$ cat config.mk
export PLATFORM = sky130hd
export DESIGN_NAME = nmea_sentence_checker_core_flat
export DESIGN_NICKNAME = d
export VERILOG_FILES = /design/src/hw/rtl/nsc_pkg.sv /design/src/hw/rtl/nsc_byte_if.sv /design/src/hw/rtl/nsc_result_if.sv /design/src/hw/rtl/nsc_parser.sv /design/src/hw/rtl/nsc_out_buf.sv /design/src/hw/rtl/nmea_sentence_checker_core.sv /design/src/flat_wrapper.sv
export SDC_FILE = /design/constraint.sdc
export NUM_CORES = 1
export LEC_CHECK = 0
export BUFFER_PORTS_ARGS = -buffer_cell sky130_fd_sc_hd__buf_2
export CAP_MARGIN = 10
export CORE_UTILIZATION = 35
export CTS_CLUSTER_SIZE = 14
export DETAILED_ROUTE_END_ITERATION = 12
export SYNTH_ARGS = -nofsm -noshare
export SYNTH_HDL_FRONTEND = slang
export SYNTH_HIERARCHICAL = 1
export SYNTH_SLANG_ARGS = --single-unit
$ cat constraint.sdc
create_clock -name clk -period 4.5 [get_ports clk]
set_input_delay 0.9 -clock clk [delete_from_list [all_inputs] [get_ports clk]]
set_output_delay 0.9 -clock clk [all_outputs]
set_load 0.02 [all_outputs]
$ cat src/hw/rtl/nsc_pkg.sv
// NMEA sentence checker package: character codes, limits and the result record.
// Used by every module of the checker.
`default_nettype none
package nsc_pkg;

  localparam logic [7:0] ChDollar = 8'h24;
  localparam logic [7:0] ChStar   = 8'h2A;
  localparam logic [7:0] ChComma  = 8'h2C;
  localparam logic [7:0] ChCr     = 8'h0D;
  localparam logic [7:0] ChLf     = 8'h0A;

  localparam logic [23:0] TailGga = 24'h474741;
  localparam logic [23:0] TailZda = 24'h5A4441;

  localparam logic [7:0] MaxSentenceLen = 8'd82;
  localparam logic [4:0] CommaMax       = 5'd30;
  localparam logic [6:0] ByteCountMax   = 7'd127;
  localparam logic [1:0] HexDigitsFull  = 2'd2;

  typedef enum logic [1:0] {
    TYPE_OTHER = 2'd0,
    TYPE_GGA   = 2'd1,
    TYPE_ZDA   = 2'd2
  } sentence_type_t;

  typedef enum logic [1:0] {
    STATUS_OK       = 2'd0,
    STATUS_NO_STAR  = 2'd1,
    STATUS_MISMATCH = 2'd2,
    STATUS_TOO_LONG = 2'd3
  } status_t;

  typedef struct packed {
    logic [1:0] sentence_type;
    logic [1:0] status;
    logic [7:0] computed_checksum;
    logic [7:0] received_checksum;
    logic [4:0] field_count;
  } result_t;

endpackage
`default_nettype wire

$ cat src/hw/rtl/nsc_byte_if.sv
// Byte request channel of the NMEA sentence checker.
// Carries one received byte with a valid/ready handshake.
`default_nettype none
interface nsc_byte_if;
  logic       valid;
  logic       ready;
  logic [7:0] rx_byte;

  modport source (output valid, output rx_byte, input ready);
  modport sink (input valid, input rx_byte, output ready);
endinterface
`default_nettype wire

$ cat src/hw/rtl/nsc_result_if.sv
// Result request channel of the NMEA sentence checker.
// Carries one sentence result with a valid/ready handshake.
`default_nettype none
interface nsc_result_if;
  logic       valid;
  logic       ready;
  logic [1:0] sentence_type;
  logic [1:0] status;
  logic [7:0] computed_checksum;
  logic [7:0] received_checksum;
  logic [4:0] field_count;

  modport source (output valid, output sentence_type, output status,
                  output computed_checksum, output received_checksum,
                  output field_count, input ready);
  modport sink (input valid, input sentence_type, input status,
                input computed_checksum, input received_checksum,
                input field_count, output ready);
endinterface
`default_nettype wire

$ cat src/hw/rtl/nsc_parser.sv
// Sentence parser: per-byte state update and result formation on a terminator.
// Depends on nsc_pkg.
`default_nettype none
module nsc_parser (
  input  wire logic            clk,
  input  wire logic            rst,
  input  wire logic            take,
  input  wire logic [7:0]      rx_byte,
  output logic                 res_valid,
  output nsc_pkg::result_t     res_data
);
  import nsc_pkg::*;

  logic        in_sentence, in_sentence_next;
  logic [7:0]  running_xor, running_xor_next;
  logic        star_seen, star_seen_next;
  logic [1:0]  hex_digits_seen, hex_digits_seen_next;
  logic [7:0]  hex_value, hex_value_next;
  logic        hex_bad, hex_bad_next;
  logic [23:0] address_tail, address_tail_next;
  logic        in_address, in_address_next;
  logic [4:0]  comma_count, comma_count_next;
  logic [6:0]  byte_count, byte_count_next;

  logic        is_term;
  logic        emit;
  logic [4:0]  nib;
  logic [7:0]  total_len;

  function automatic logic [4:0] nibble_of(input logic [7:0] b);
    logic [4:0] n;
    n = 5'd16;
    if (b >= 8'h30 && b <= 8'h39) n = 5'(b - 8'h30);
    else if (b >= 8'h41 && b <= 8'h46) n = 5'(b - 8'h41 + 8'd10);
    else if (b >= 8'h61 && b <= 8'h66) n = 5'(b - 8'h61 + 8'd10);
    return n;
  endfunction

  assign is_term   = (rx_byte == ChCr) || (rx_byte == ChLf);
  assign nib       = nibble_of(rx_byte);
  assign total_len = {1'b0, byte_count} + 8'd3;

  always_comb begin
    in_sentence_next     = in_sentence;
    running_xor_next     = running_xor;
    star_seen_next       = star_seen;
    hex_digits_seen_next = hex_digits_seen;
    hex_value_next       = hex_value;
    hex_bad_next         = hex_bad;
    address_tail_next    = address_tail;
    in_address_next      = in_address;
    comma_count_next     = comma_count;
    byte_count_next      = byte_count;
    emit                 = 1'b0;

    if (rx_byte == ChDollar || (in_sentence && is_term)) begin
      running_xor_next     = '0;
      star_seen_next       = 1'b0;
      hex_digits_seen_next = '0;
      hex_value_next       = '0;
      hex_bad_next         = 1'b0;
      address_tail_next    = '0;
      comma_count_next     = '0;
      byte_count_next      = '0;
      in_sentence_next     = (rx_byte == ChDollar);
      in_address_next      = (rx_byte == ChDollar);
      emit                 = (rx_byte != ChDollar) && (byte_count != '0);
    end else if (in_sentence) begin
      if (byte_count < ByteCountMax) byte_count_next = byte_count + 7'd1;
      if (!star_seen) begin
        if (rx_byte == ChStar) begin
          star_seen_next  = 1'b1;
          in_address_next = 1'b0;
        end else begin
          running_xor_next = running_xor ^ rx_byte;
          if (rx_byte == ChComma) begin
            if (comma_count < CommaMax) comma_count_next = comma_count + 5'd1;
            in_address_next = 1'b0;
          end else if (in_address) begin
            address_tail_next = {address_tail[15:0], rx_byte};
          end
        end
      end else if (hex_digits_seen < HexDigitsFull) begin
        if (nib[4]) hex_bad_next = 1'b1;
        hex_value_next       = {hex_value[3:0], (nib[4] ? 4'h0 : nib[3:0])};
        hex_digits_seen_next = hex_digits_seen + 2'd1;
      end
    end
  end

  always_comb begin
    if (address_tail == TailGga) res_data.sentence_type = TYPE_GGA;
    else if (address_tail == TailZda) res_data.sentence_type = TYPE_ZDA;
    else res_data.sentence_type = TYPE_OTHER;

    if (total_len > MaxSentenceLen) res_data.status = STATUS_TOO_LONG;
    else if (!star_seen) res_data.status = STATUS_NO_STAR;
    else if (hex_bad || hex_digits_seen < HexDigitsFull || hex_value != running_xor)
      res_data.status = STATUS_MISMATCH;
    else res_data.status = STATUS_OK;

    res_data.computed_checksum = running_xor;
    res_data.received_checksum = star_seen ? hex_value : 8'h00;
    res_data.field_count       = comma_count + 5'd1;
  end

  assign res_valid = take && emit;

  always_ff @(posedge clk) begin
    if (rst) begin
      in_sentence     <= 1'b0;
      running_xor     <= '0;
      star_seen       <= 1'b0;
      hex_digits_seen <= '0;
      hex_value       <= '0;
      hex_bad         <= 1'b0;
      address_tail    <= '0;
      in_address      <= 1'b0;
      comma_count     <= '0;
      byte_count      <= '0;
    end else if (take) begin
      in_sentence     <= in_sentence_next;
      running_xor     <= running_xor_next;
      star_seen       <= star_seen_next;
      hex_digits_seen <= hex_digits_seen_next;
      hex_value       <= hex_value_next;
      hex_bad         <= hex_bad_next;
      address_tail    <= address_tail_next;
      in_address      <= in_address_next;
      comma_count     <= comma_count_next;
      byte_count      <= byte_count_next;
    end
  end

`ifndef SYNTHESIS
  assert property (@(posedge clk) disable iff (rst)
    res_valid |-> (in_sentence && byte_count != '0))
    else $error("result without an open, non-empty sentence");
  assert property (@(posedge clk) disable iff (rst)
    (take && rx_byte == ChDollar) |=> (in_sentence && byte_count == '0 && !star_seen))
    else $error("sentence start did not reopen the sentence");
  assert property (@(posedge clk) disable iff (rst)
    (hex_digits_seen <= HexDigitsFull) && (comma_count <= CommaMax))
    else $error("digit or comma counter out of range");
  assert property (@(posedge clk) disable iff (rst)
    (!star_seen) |-> (hex_digits_seen == '0 && hex_value == '0 && !hex_bad))
    else $error("checksum digits recorded before the star");
`endif
endmodule
`default_nettype wire

$ cat src/hw/rtl/nsc_out_buf.sv
// Result output register with a skid stage so bytes keep flowing while a result waits.
// Depends on nsc_pkg and nsc_result_if.
`default_nettype none
module nsc_out_buf (
  input  wire logic              clk,
  input  wire logic              rst,
  input  wire logic              push,
  input  wire nsc_pkg::result_t  push_data,
  output logic                   in_ready,
  nsc_result_if.source           res
);
  import nsc_pkg::*;

  logic    out_valid;
  result_t out_data;
  logic    skid_valid;
  result_t skid_data;
  logic    drain;

  assign in_ready = !skid_valid;
  assign drain    = !out_valid || res.ready;

  always_ff @(posedge clk) begin
    if (rst) begin
      out_valid  <= 1'b0;
      skid_valid <= 1'b0;
    end else if (drain) begin
      out_valid  <= skid_valid || push;
      skid_valid <= 1'b0;
    end else if (push) begin
      skid_valid <= 1'b1;
    end
  end

  always_ff @(posedge clk) begin
    if (drain) begin
      out_data <= skid_valid ? skid_data : push_data;
    end else if (push) begin
      skid_data <= push_data;
    end
  end

  assign res.valid             = out_valid;
  assign res.sentence_type     = out_data.sentence_type;
  assign res.status            = out_data.status;
  assign res.computed_checksum = out_data.computed_checksum;
  assign res.received_checksum = out_data.received_checksum;
  assign res.field_count       = out_data.field_count;

`ifndef SYNTHESIS
  assert property (@(posedge clk) disable iff (rst)
    skid_valid |-> out_valid)
    else $error("skid stage holds a request while the output register is empty");
  assert property (@(posedge clk) disable iff (rst)
    (push && !drain) |=> skid_valid)
    else $error("request lost while the output register stalled");
`endif
endmodule
`default_nettype wire

$ cat src/hw/rtl/nmea_sentence_checker_core.sv
// NMEA sentence checker: one received byte accepted per cycle, no bubbles, except while the input stalls.
// The result of a sentence ending in CR or LF goes into the output register, or into the skid stage if that stalls.
// Throughput: one byte per cycle while the input is not stalled; the parser updates its state on each accepted byte.
// Input stalls only when both the output register and the skid stage hold results.
// Synchronous active-high reset clears parser state and empties the output stages.
`default_nettype none
module nmea_sentence_checker_core (
  input  wire logic     clk,
  input  wire logic     rst,
  nsc_byte_if.sink      rx,
  nsc_result_if.source  res
);
  import nsc_pkg::*;

  logic    take;
  logic    in_ready;
  logic    res_valid;
  result_t res_data;

  assign rx.ready = in_ready;
  assign take     = rx.valid && in_ready;

  nsc_parser u_parser (
    .clk       (clk),
    .rst       (rst),
    .take      (take),
    .rx_byte   (rx.rx_byte),
    .res_valid (res_valid),
    .res_data  (res_data)
  );

  nsc_out_buf u_out_buf (
    .clk       (clk),
    .rst       (rst),
    .push      (res_valid),
    .push_data (res_data),
    .in_ready  (in_ready),
    .res       (res)
  );
endmodule
`default_nettype wire
$ cat src/flat_wrapper.sv
// flat-port wrapper written by rule: the top's interface ports become plain ports
module nmea_sentence_checker_core_flat import nsc_pkg::*;
  (clk, rst, rx_valid, rx_rx_byte, rx_ready, res_valid, res_sentence_type, res_status, res_computed_checksum, res_received_checksum, res_field_count, res_ready);
  nsc_byte_if rx_i ();
  nsc_result_if res_i ();
  input  wire logic clk;
  input  wire logic rst;
  input wire logic [$bits(rx_i.valid)-1:0] rx_valid;
  input wire logic [$bits(rx_i.rx_byte)-1:0] rx_rx_byte;
  output wire logic [$bits(rx_i.ready)-1:0] rx_ready;
  output wire logic [$bits(res_i.valid)-1:0] res_valid;
  output wire logic [$bits(res_i.sentence_type)-1:0] res_sentence_type;
  output wire logic [$bits(res_i.status)-1:0] res_status;
  output wire logic [$bits(res_i.computed_checksum)-1:0] res_computed_checksum;
  output wire logic [$bits(res_i.received_checksum)-1:0] res_received_checksum;
  output wire logic [$bits(res_i.field_count)-1:0] res_field_count;
  input wire logic [$bits(res_i.ready)-1:0] res_ready;
  assign rx_i.valid = rx_valid;
  assign rx_i.rx_byte = rx_rx_byte;
  assign rx_ready = rx_i.ready;
  assign res_valid = res_i.valid;
  assign res_sentence_type = res_i.sentence_type;
  assign res_status = res_i.status;
  assign res_computed_checksum = res_i.computed_checksum;
  assign res_received_checksum = res_i.received_checksum;
  assign res_field_count = res_i.field_count;
  assign res_i.ready = res_ready;
  nmea_sentence_checker_core u_core (.clk(clk), .rst(rst), .rx(rx_i), .res(res_i));
endmodule
==> results of run 1 <==
worst reg2reg max path, stage by stage, from the launching register on:
cell	delay, ps
dfxtp_1	310
inv_1	50
and2_1	230
inv_1	170
o41ai_4	380
o2111a_1	260
and4_1	770
a22o_1	240
flip-flops by register name (all words and copies together) (netlist names):
signal and cells:
u_core/u_out_buf/res.computed_checksum 8, u_core/u_out_buf/res.field_count 5, u_core/u_out_buf/res.received_checksum 8, u_core/u_out_buf/res.sentence_type 2, u_core/u_out_buf/res.status 2, u_core/u_out_buf/res.valid 1
u_core/u_out_buf/skid_data 25, u_core/u_out_buf/skid_valid 1, u_core/u_parser/address_tail 24, u_core/u_parser/byte_count 7, u_core/u_parser/comma_count 5, u_core/u_parser/hex_bad 1
u_core/u_parser/hex_digits_seen 2, u_core/u_parser/hex_value 8, u_core/u_parser/in_address 1, u_core/u_parser/in_sentence 1, u_core/u_parser/running_xor 8, u_core/u_parser/star_seen 1
Yosys cell counts, types with 2 or more instances:
cell	number	area, um2
dfxtp_1	60	1200
edfxtp_1	50	1500
a22o_1	28	245
nor2_1	28	105
inv_1	21	78.8
mux2_4	18	270
a21oi_1	16	80.1
o21ai_0	14	70.1
and2_1	11	68.8
nand2_1	11	41.3
or3_1	11	68.8
xnor2_1	11	96.3
nand4_1	10	62.6
mux2_2	9	101
ha_1	8	100
nand3_1	8	40.0
nor3_1	8	40.0
buf_2	7	35.0
xor2_1	7	61.3
a31oi_1	4	25.0
clkbuf_1	4	15.0
mux2i_1	4	40.0
nand2b_1	4	25.0
nor4_1	4	25.0
and3_1	3	18.8
nor2b_1	3	18.8
a21o_1	2	15.0
a22oi_1	2	15.0
and4_1	2	17.5
buf_12	2	40.0
buf_4	2	15.0
nor4bb_1	2	20.0
o32ai_1	2	17.5
or4b_2	2	20.0
cells by family (layout without fill, tap and decap cells):
| family | count (synthesis) | after routing | share of synthesized area [%] |
|---|---|---|---|
| multiplexers | 31 | 31 | 8.45 |
| XOR/XNOR | 18 | 18 | 3.24 |
| adder cells (fa/ha/maj) | 8 | 8 | 2.06 |
| flip-flops | 110 | 110 | 55.5 |
| buffers and inverters | 37 | 81 | 4.01 |
| AND/OR/NAND/NOR | 118 | 118 | 14.1 |
| AO/OA/AOI/OAI | 82 | 82 | 12.7 |
power by group:
group / internal, mW / switching [mW] / total, mW
logic: 0.0135 / 0.0329 / 0.0464
registers: 1.03 / 0.000554 / 1.04
clock network: 0.429 / 0.394 / 0.822
total: 1.48 / 0.427 / 1.90
stage by stage:
step | utilization [%] | instance area [um2]
final | 41.3 | 5540
after global routing | 41.3 | 5540
after CTS | 41.3 | 5540
after detailed placement | 38.9 | 5210
after global placement | 38.9 | 5210
after floorplan | - | 4870
path summary, 6_finish.rpt:
kind | end | slack (ps) | from | cells after the start
max | u_core/u_parser/address_tail[11] | 1610 | rx_rx_byte[0] | 8
min | u_core/u_parser/hex_bad | 470 | u_core/u_parser/hex_bad | 2
max reg2reg | u_core/u_parser/address_tail[11] | 2020 | u_core/u_out_buf/skid_valid | 7
min reg2reg | u_core/u_parser/hex_bad | 470 | u_core/u_parser/hex_bad | 2
per-layer routing:
layer	GRT usage, %	up-vias	wire [um]
li1	-	1582	-
met4	4.69	0	93
met2	20.3	77	4290
met3	3.99	7	499
met1	20.6	1548	4880
met5	0	-	0
final cells by class:
class	count	area (um2)	area share (%)
inverters	21	78.8	1.42
repair buffers	44	235	4.25
flip-flops and latches	110	2700	48.8
clock buffers	10	250	4.52
multi-input cells	257	1980	35.7
clock inverters	6	72.6	1.31
well taps	176	220	3.98
==> summary.md, run 1 <==
| Metric | Value |
|---|---|
| Hold buffers post-CTS | 0 |
| Commonest non-fill, non-tap cell in the layout | dfxtp_1 |
| Setup TNS | 0 ps |
| H-tree levels | 3 |
| Chip Width | 120 um |
| Clock root buffer | clkbuf_16 |
| Antenna Nets Post-Route | 0 |
| Post-route minimum period | 2890 ps |
| Outcome | finished clean |
| Setup slack after layout | 1610 ps |
| Max Slew Vio Count | 0 |
| Fmax | 346 MHz |
| Worst-Skew Late Latency | 360 ps |
| CP max FO | 24 |
| Placed cells | 608 |
| # Post-CTS Setup Buffers | 0 |
| Starting Density | 36.3% |
| Pre-Repair DR Iteration Count | 5 |
| Final cell count without fillers | 624 |
| Critical path's slowest cell | and4_1 |
| Yosys cell types | 60 |
| Vias | 3214 |
| P_leak | 2.15 nW |
| CP top delay family | simple AND/OR/NAND/NOR gates |
| Critical path arrival | 3190 ps |
| Post-DR wirelength/cell | 15.7 um |
| Critical path class | input port to flip-flop |
| Seq/Total Area, Yosys | 55.5% |
| Hold crit path type | flip-flop to flip-flop |
| I/O Buffers | 38 |
| Io pins | 39 |
| Drt drc | 0 |
| Synth Flop Type | dfxtp_1 |
| Placer Congestion | 0.839 |
| Hold slack | 473 ps |
| Clock buffer depth | 2 |
| Cell Pwr Density | 344 nW/um2 |
| Ant. Diodes | 0 |
| Synthesized flop and latch total | 110 |
| Die area | 14400 um2 |
| Layout cell share with drive strength beyond 1 | 22.5% |
| Fill cells | 1302 |
| Post-route clock skew | 12.9 ps |
| First-pass GRT wire length | 15800 um |
| Pin count of the biggest net entering global routing | 29 |
| CP max stage delay | 770 ps |
| PostCTS Resize Cnt | 0 |
| Clock-pin slew on the worst setup and hold paths | 80 ps |
| Vias in the first global route | 2983 |
| WP buf/inv | 2 |
| Clock Sinks | 110 |
| Detail Placement HPWL | 6810 um |
| RSZ-0062 raised after global routing | false |
| Fin. Hold Viols | 0 |
| Area delta synth->final | 13.6% |
| Row cnt | 42 |
| Final net count | 463 |
| Final WL | 9770 um |
| Area of the mapped netlist | 4870 um2 |
| Most frequent cells in the layout | 60 x dfxtp_1, 50 x edfxtp_1, 38 x buf_2 |
| Global route total overflow | 0 |
| MaxCap Viol Count | 0 |
| Final setup vio count | 0 |
| Async SR Flop Fraction | 0% |
| Post-Syn Nets | 424 |
| Avg Cell Area, Syn | 12.1 um2 |
| Tot Pwr | 1.90 mW |
| DRT iter0 DRCs | 272 |
| Antenna violations before repair | 0 |
| CP Cell Sequence | buf_2 -> inv_1 -> ha_1 -> nand4bb_1 -> o41ai_4 -> o2111a_1 -> and4_1 -> a22o_1 |
| Fin crit share | 64.3% |
| TritonCTS Buffers | 9 |
| Number of synthesized flops with an enable pin | 50 |
| Slew margin rel. | 35.4% |
| Maximum VDD drop | 0.200 mV |
| Dpl ws | 1280 ps |
| Core ar. | 13400 um2 |
| Vias/cell | 5.15 |
| Die H | 120 um |
| Worst EP required | 4800 ps |
| Setup crit start kind | input port |
| Synth warn | 6 |
| Critical Path Sink Type | flip-flop |
| CTS tree | done |
| Synth Instances | 404 |
| Tightest Pin Transition | 967 ps |
| Total GRT Usage | 14.3% |
(Power assumes the default switching activity.)
==> run 2, diff against run 1 <==
- ABC_AREA: not set -> 1
- clock period: 4.5 -> 2.45 ns (I/O delays scaled with it)
==> summary.md, run 2 <==
| Metric | Value |
|---|---|
| Critical Path End | u_core/u_out_buf/skid_data[5] |
| Drt drc | 0 (unchanged) |
| Setup TNS | 0 ps (unchanged) |
| # Post-CTS Setup Buffers | 0 (unchanged) |
| Synth Flop Type | dfxtp_1 |
| Clock-pin slew on the worst setup and hold paths | 70 ps (about the same) |
| FF-to-FF Start | u_core/u_parser/byte_count[0] |
| Fin. Hold Viols | 0 (unchanged) |
| Vias/cell | 4.74 (-8.1%) |
| Critical path's most frequent cell | inv_1 |
| Reg2reg path depth | 12 (+5) |
| Synthesized flop and latch total | 110 (unchanged) |
| Pre-Repair DR Iteration Count | 5 (unchanged) |
| Dpl cell area | 5850 um2 (+12%) |
| Setup crit start kind | input port |
| Layout cell share with drive strength beyond 1 | 18.0% (-4.5 points) |
| Maximum VDD drop | 0.295 mV (+47%) |
| I/O Buffers | 38 (unchanged) |
| Core ar. | 15100 um2 (+13%) |
| Worst r2r dst | u_core/u_out_buf/res.status[1] |
| Most numerous cell in the Yosys netlist | nand2_1 |
| Synth cell count leaders | 187 x nand2_1, 61 x nor2_1, 60 x dfxtp_1, 55 x inv_1, 54 x nand3_1 |
| MaxCap Viol Count | 0 (unchanged) |
| DRT iter0 DRCs | 297 (+9.2%) |
| CP max stage delay | 190 ps (-580 ps) |
| Chip Width | 127 um (+5.5%) |
| Row cnt | 45 (+7.1%) |
| Top cell type's share of synthesized area | 27.6% (-3.2 points) |
| Worst-Skew Late Latency | 360 ps (about the same) |
| Vias in the first global route | 3963 (+33%) |
| Clock root buffer | clkbuf_16 |
| Die H | 127 um (+5.5%) |
| Antenna Nets Post-Route | 0 (unchanged) |
| Fill cells | 1541 (+18%) |
| Starting Density | 35.9% (-0.50 points) |
| Post-route minimum period | 1950 ps |
| Ant. Diodes | 0 (unchanged) |
| Slew margin rel. | 60.8% (+25 points) |
| Antenna violations before repair | 0 (unchanged) |
| Flop2flop setup slack | 550 ps (-1470 ps) |
| Hold buffers post-CTS | 0 (unchanged) |
| First-pass GRT wire length | 19600 um (+24%) |
| CP Cell Sequence | buf_2 -> clkinvlp_4 -> ha_1 -> inv_1 -> nor2_2 -> nand2_4 -> nand2_4 -> nand2_1 -> inv_1 -> nand2_1 -> nor2_1 -> inv_1 -> nor2_4 -> buf_12 |
| Area delta synth->final | 12.7% |
| Number of synthesized flops with an enable pin | 50 (unchanged) |
| CP top delay family | simple AND/OR/NAND/NOR gates |
| Post-route clock skew | 9.03 ps (-3.88 ps) |
| Io pins | 39 (unchanged) |
| Tot Pwr | 3.38 mW (+78%) |
| Final net count | 720 (+56%) |
| Synth Instances | 658 (+63%) |
| Fin crit share | 79.6% |
| Top flop regs | u_core/u_out_buf/skid_data (25), u_core/u_parser/address_tail (24) |
| Finished Core Util | 40.4% (-0.89 points) |
| RSZ-0062 raised after global routing | false |
| Max Slew Vio Count | 0 (unchanged) |
| Critical path depth | 14 (+6) |
| Synth warn | 6 (unchanged) |
| Critical Path Sink Type | flip-flop |
| CTS tree | done |
| Final setup vio count | 0 (unchanged) |
| Yosys cell types | 38 (-37%) |
| Critical path's slowest cell | buf_12 |
| P_leak | 2.57 nW (+19%) |
| Tightest Pin Transition | 588 ps (-379 ps) |
| Seq/Total Area, Yosys | 49.8% (-5.7 points) |
| Dpl ws | 109 ps (-1170 ps) |
| Flip-flop count of the largest register after layout | 25 (unchanged) |
| WP buf/inv | 6 (+4) |
| Pin count of the biggest net entering global routing | 28 (-3.4%) |
| Clock Sinks | 110 (unchanged) |
| Detail Placement HPWL | 8140 um (+20%) |
| Hold crit path type | input port to flip-flop |
| PostCTS Resize Cnt | 0 (unchanged) |
| Most flops, register | u_core/u_out_buf/skid_data |
| Fmax | 513 MHz |
| Die area | 16000 um2 (+11%) |
| Avg Cell Area, Syn | 8.25 um2 (-32%) |
| Post-Syn Nets | 678 (+60%) |
| H-tree levels | 3 (unchanged) |
| TritonCTS Buffers | 9 (unchanged) |
| Worst EP required | 2510 ps (-2290 ps) |
| Synth area leaders | edfxtp_1 28%, dfxtp_1 22%, nand2_1 13% |
| Setup slack after layout | 500 ps (-1110 ps) |
| Critical path arrival | 2010 ps (-1180 ps) |
| Area of the mapped netlist | 5430 um2 (+11%) |
| Global route total overflow | 0 (unchanged) |
| Vias | 4229 (+32%) |
| Async SR Flop Fraction | 0% (unchanged) |
| Critical path class | input port to flip-flop |
| Total GRT Usage | 15.5% (+1.2 points) |
| Worst Setup SP | rx_rx_byte[0] |
| Placer Congestion | 0.792 (-5.7%) |
| Post-DR wirelength/cell | 12.9 um (-18%) |
| Design Area, Final | 6120 um2 (+11%) |
| Cell Pwr Density | 552 nW/um2 (+61%) |
| Most frequent cells in the layout | 187 x nand2_1, 60 x nor2_1, 60 x dfxtp_1 |
| Synth area leader | edfxtp_1 |
| CP max FO | 25 (+4.2%) |
| Final WL | 11500 um (+18%) |
| Commonest non-fill, non-tap cell in the layout | nand2_1 |
| Clock buffer depth | 2 (unchanged) |
| Outcome | finished clean |
[run 2: changes by cell type after synthesis, moves of 11 or more]
| cell | delta |
|---|---|
| inv_1 | +34 |
| a21oi_1 | +28 |
| nand2_1 | +176 |
| nor2_1 | +33 |
| nand3_1 | +46 |
| nand2_2 | +22 |
| mux2_4 | -18 |
| xor2_1 | +11 |
| and2_1 | -11 |
| a22o_1 | -28 |
| or3_1 | -11 |
[run 2: cell families (layout without fill, tap and decap cells)]
| kind of cell | after synthesis | count (layout) | synth area share (%) |
|---|---|---|---|
| xor gates and xnor gates | 19 | 19 | 3.06 |
| adders and majority gates | 8 | 8 | 1.84 |
| and+or+nand+nor | 358 | 358 | 29.3 |
| DFF | 110 | 110 | 49.8 |
| AOI/OAI and AO/OA | 73 | 73 | 7.79 |
| buffers and inverters | 90 | 137 | 8.23 |
[run 2: where the power goes]
part           leakage, nW  switching, mW  internal, mW
Sequential           0.973       0.000435          1.90
Clock                0.133          0.683         0.697
Combinational         1.46         0.0708        0.0299
Total                 2.57          0.754          2.63
[run 2: worst min-delay path by stage]
stage	start	cells past startpoint	endpoint	slack, ps
floorplan	u_core/u_parser/hex_digits_seen[0]	2	u_core/u_parser/hex_digits_seen[0]	420
global placement	u_core/u_parser/hex_digits_seen[0]	2	u_core/u_parser/hex_digits_seen[0]	440
detailed placement	u_core/u_parser/hex_digits_seen[0]	2	u_core/u_parser/hex_digits_seen[0]	440
CTS	res_ready	4	u_core/u_out_buf/skid_valid	400
global route	rx_rx_byte[7]	3	u_core/u_parser/address_tail[7]	420
finish	res_ready	4	u_core/u_out_buf/skid_valid	420
[run 2: stage by stage]
step	hold WS [ps]	std cells
after global placement	436	877
final	418	893
after global routing	423	893
after detailed placement	442	877
after CTS	404	893
after floorplan	421	658
[run 2: area by class of cell]
type	instances	area, um2	share of cell area [%]
multi-input cells	458	2290	37.4
well taps	188	235	3.84
clock buffers	10	229	3.74
repair buffers	59	373	6.09
clock inverters	6	42.5	0.695
inverters	62	250	4.09
flip-flops and latches	110	2700	44.2
[run 2: routing by layer]
metal	up-vias	wire [um]	share of wire (%)	global-route usage (%)
li1	2216	-	-	-
met1	1931	5850	51	20.8
met2	74	5090	44	24.7
met3	8	484	4.2	4.51
met4	0	91	0.79	3.19
met5	-	0	0	0
[run 2: worst min-delay path, stage by stage]
cell	delay [ps]
buf_2	80
inv_1	40
nand3_1	80
nor2_1	40
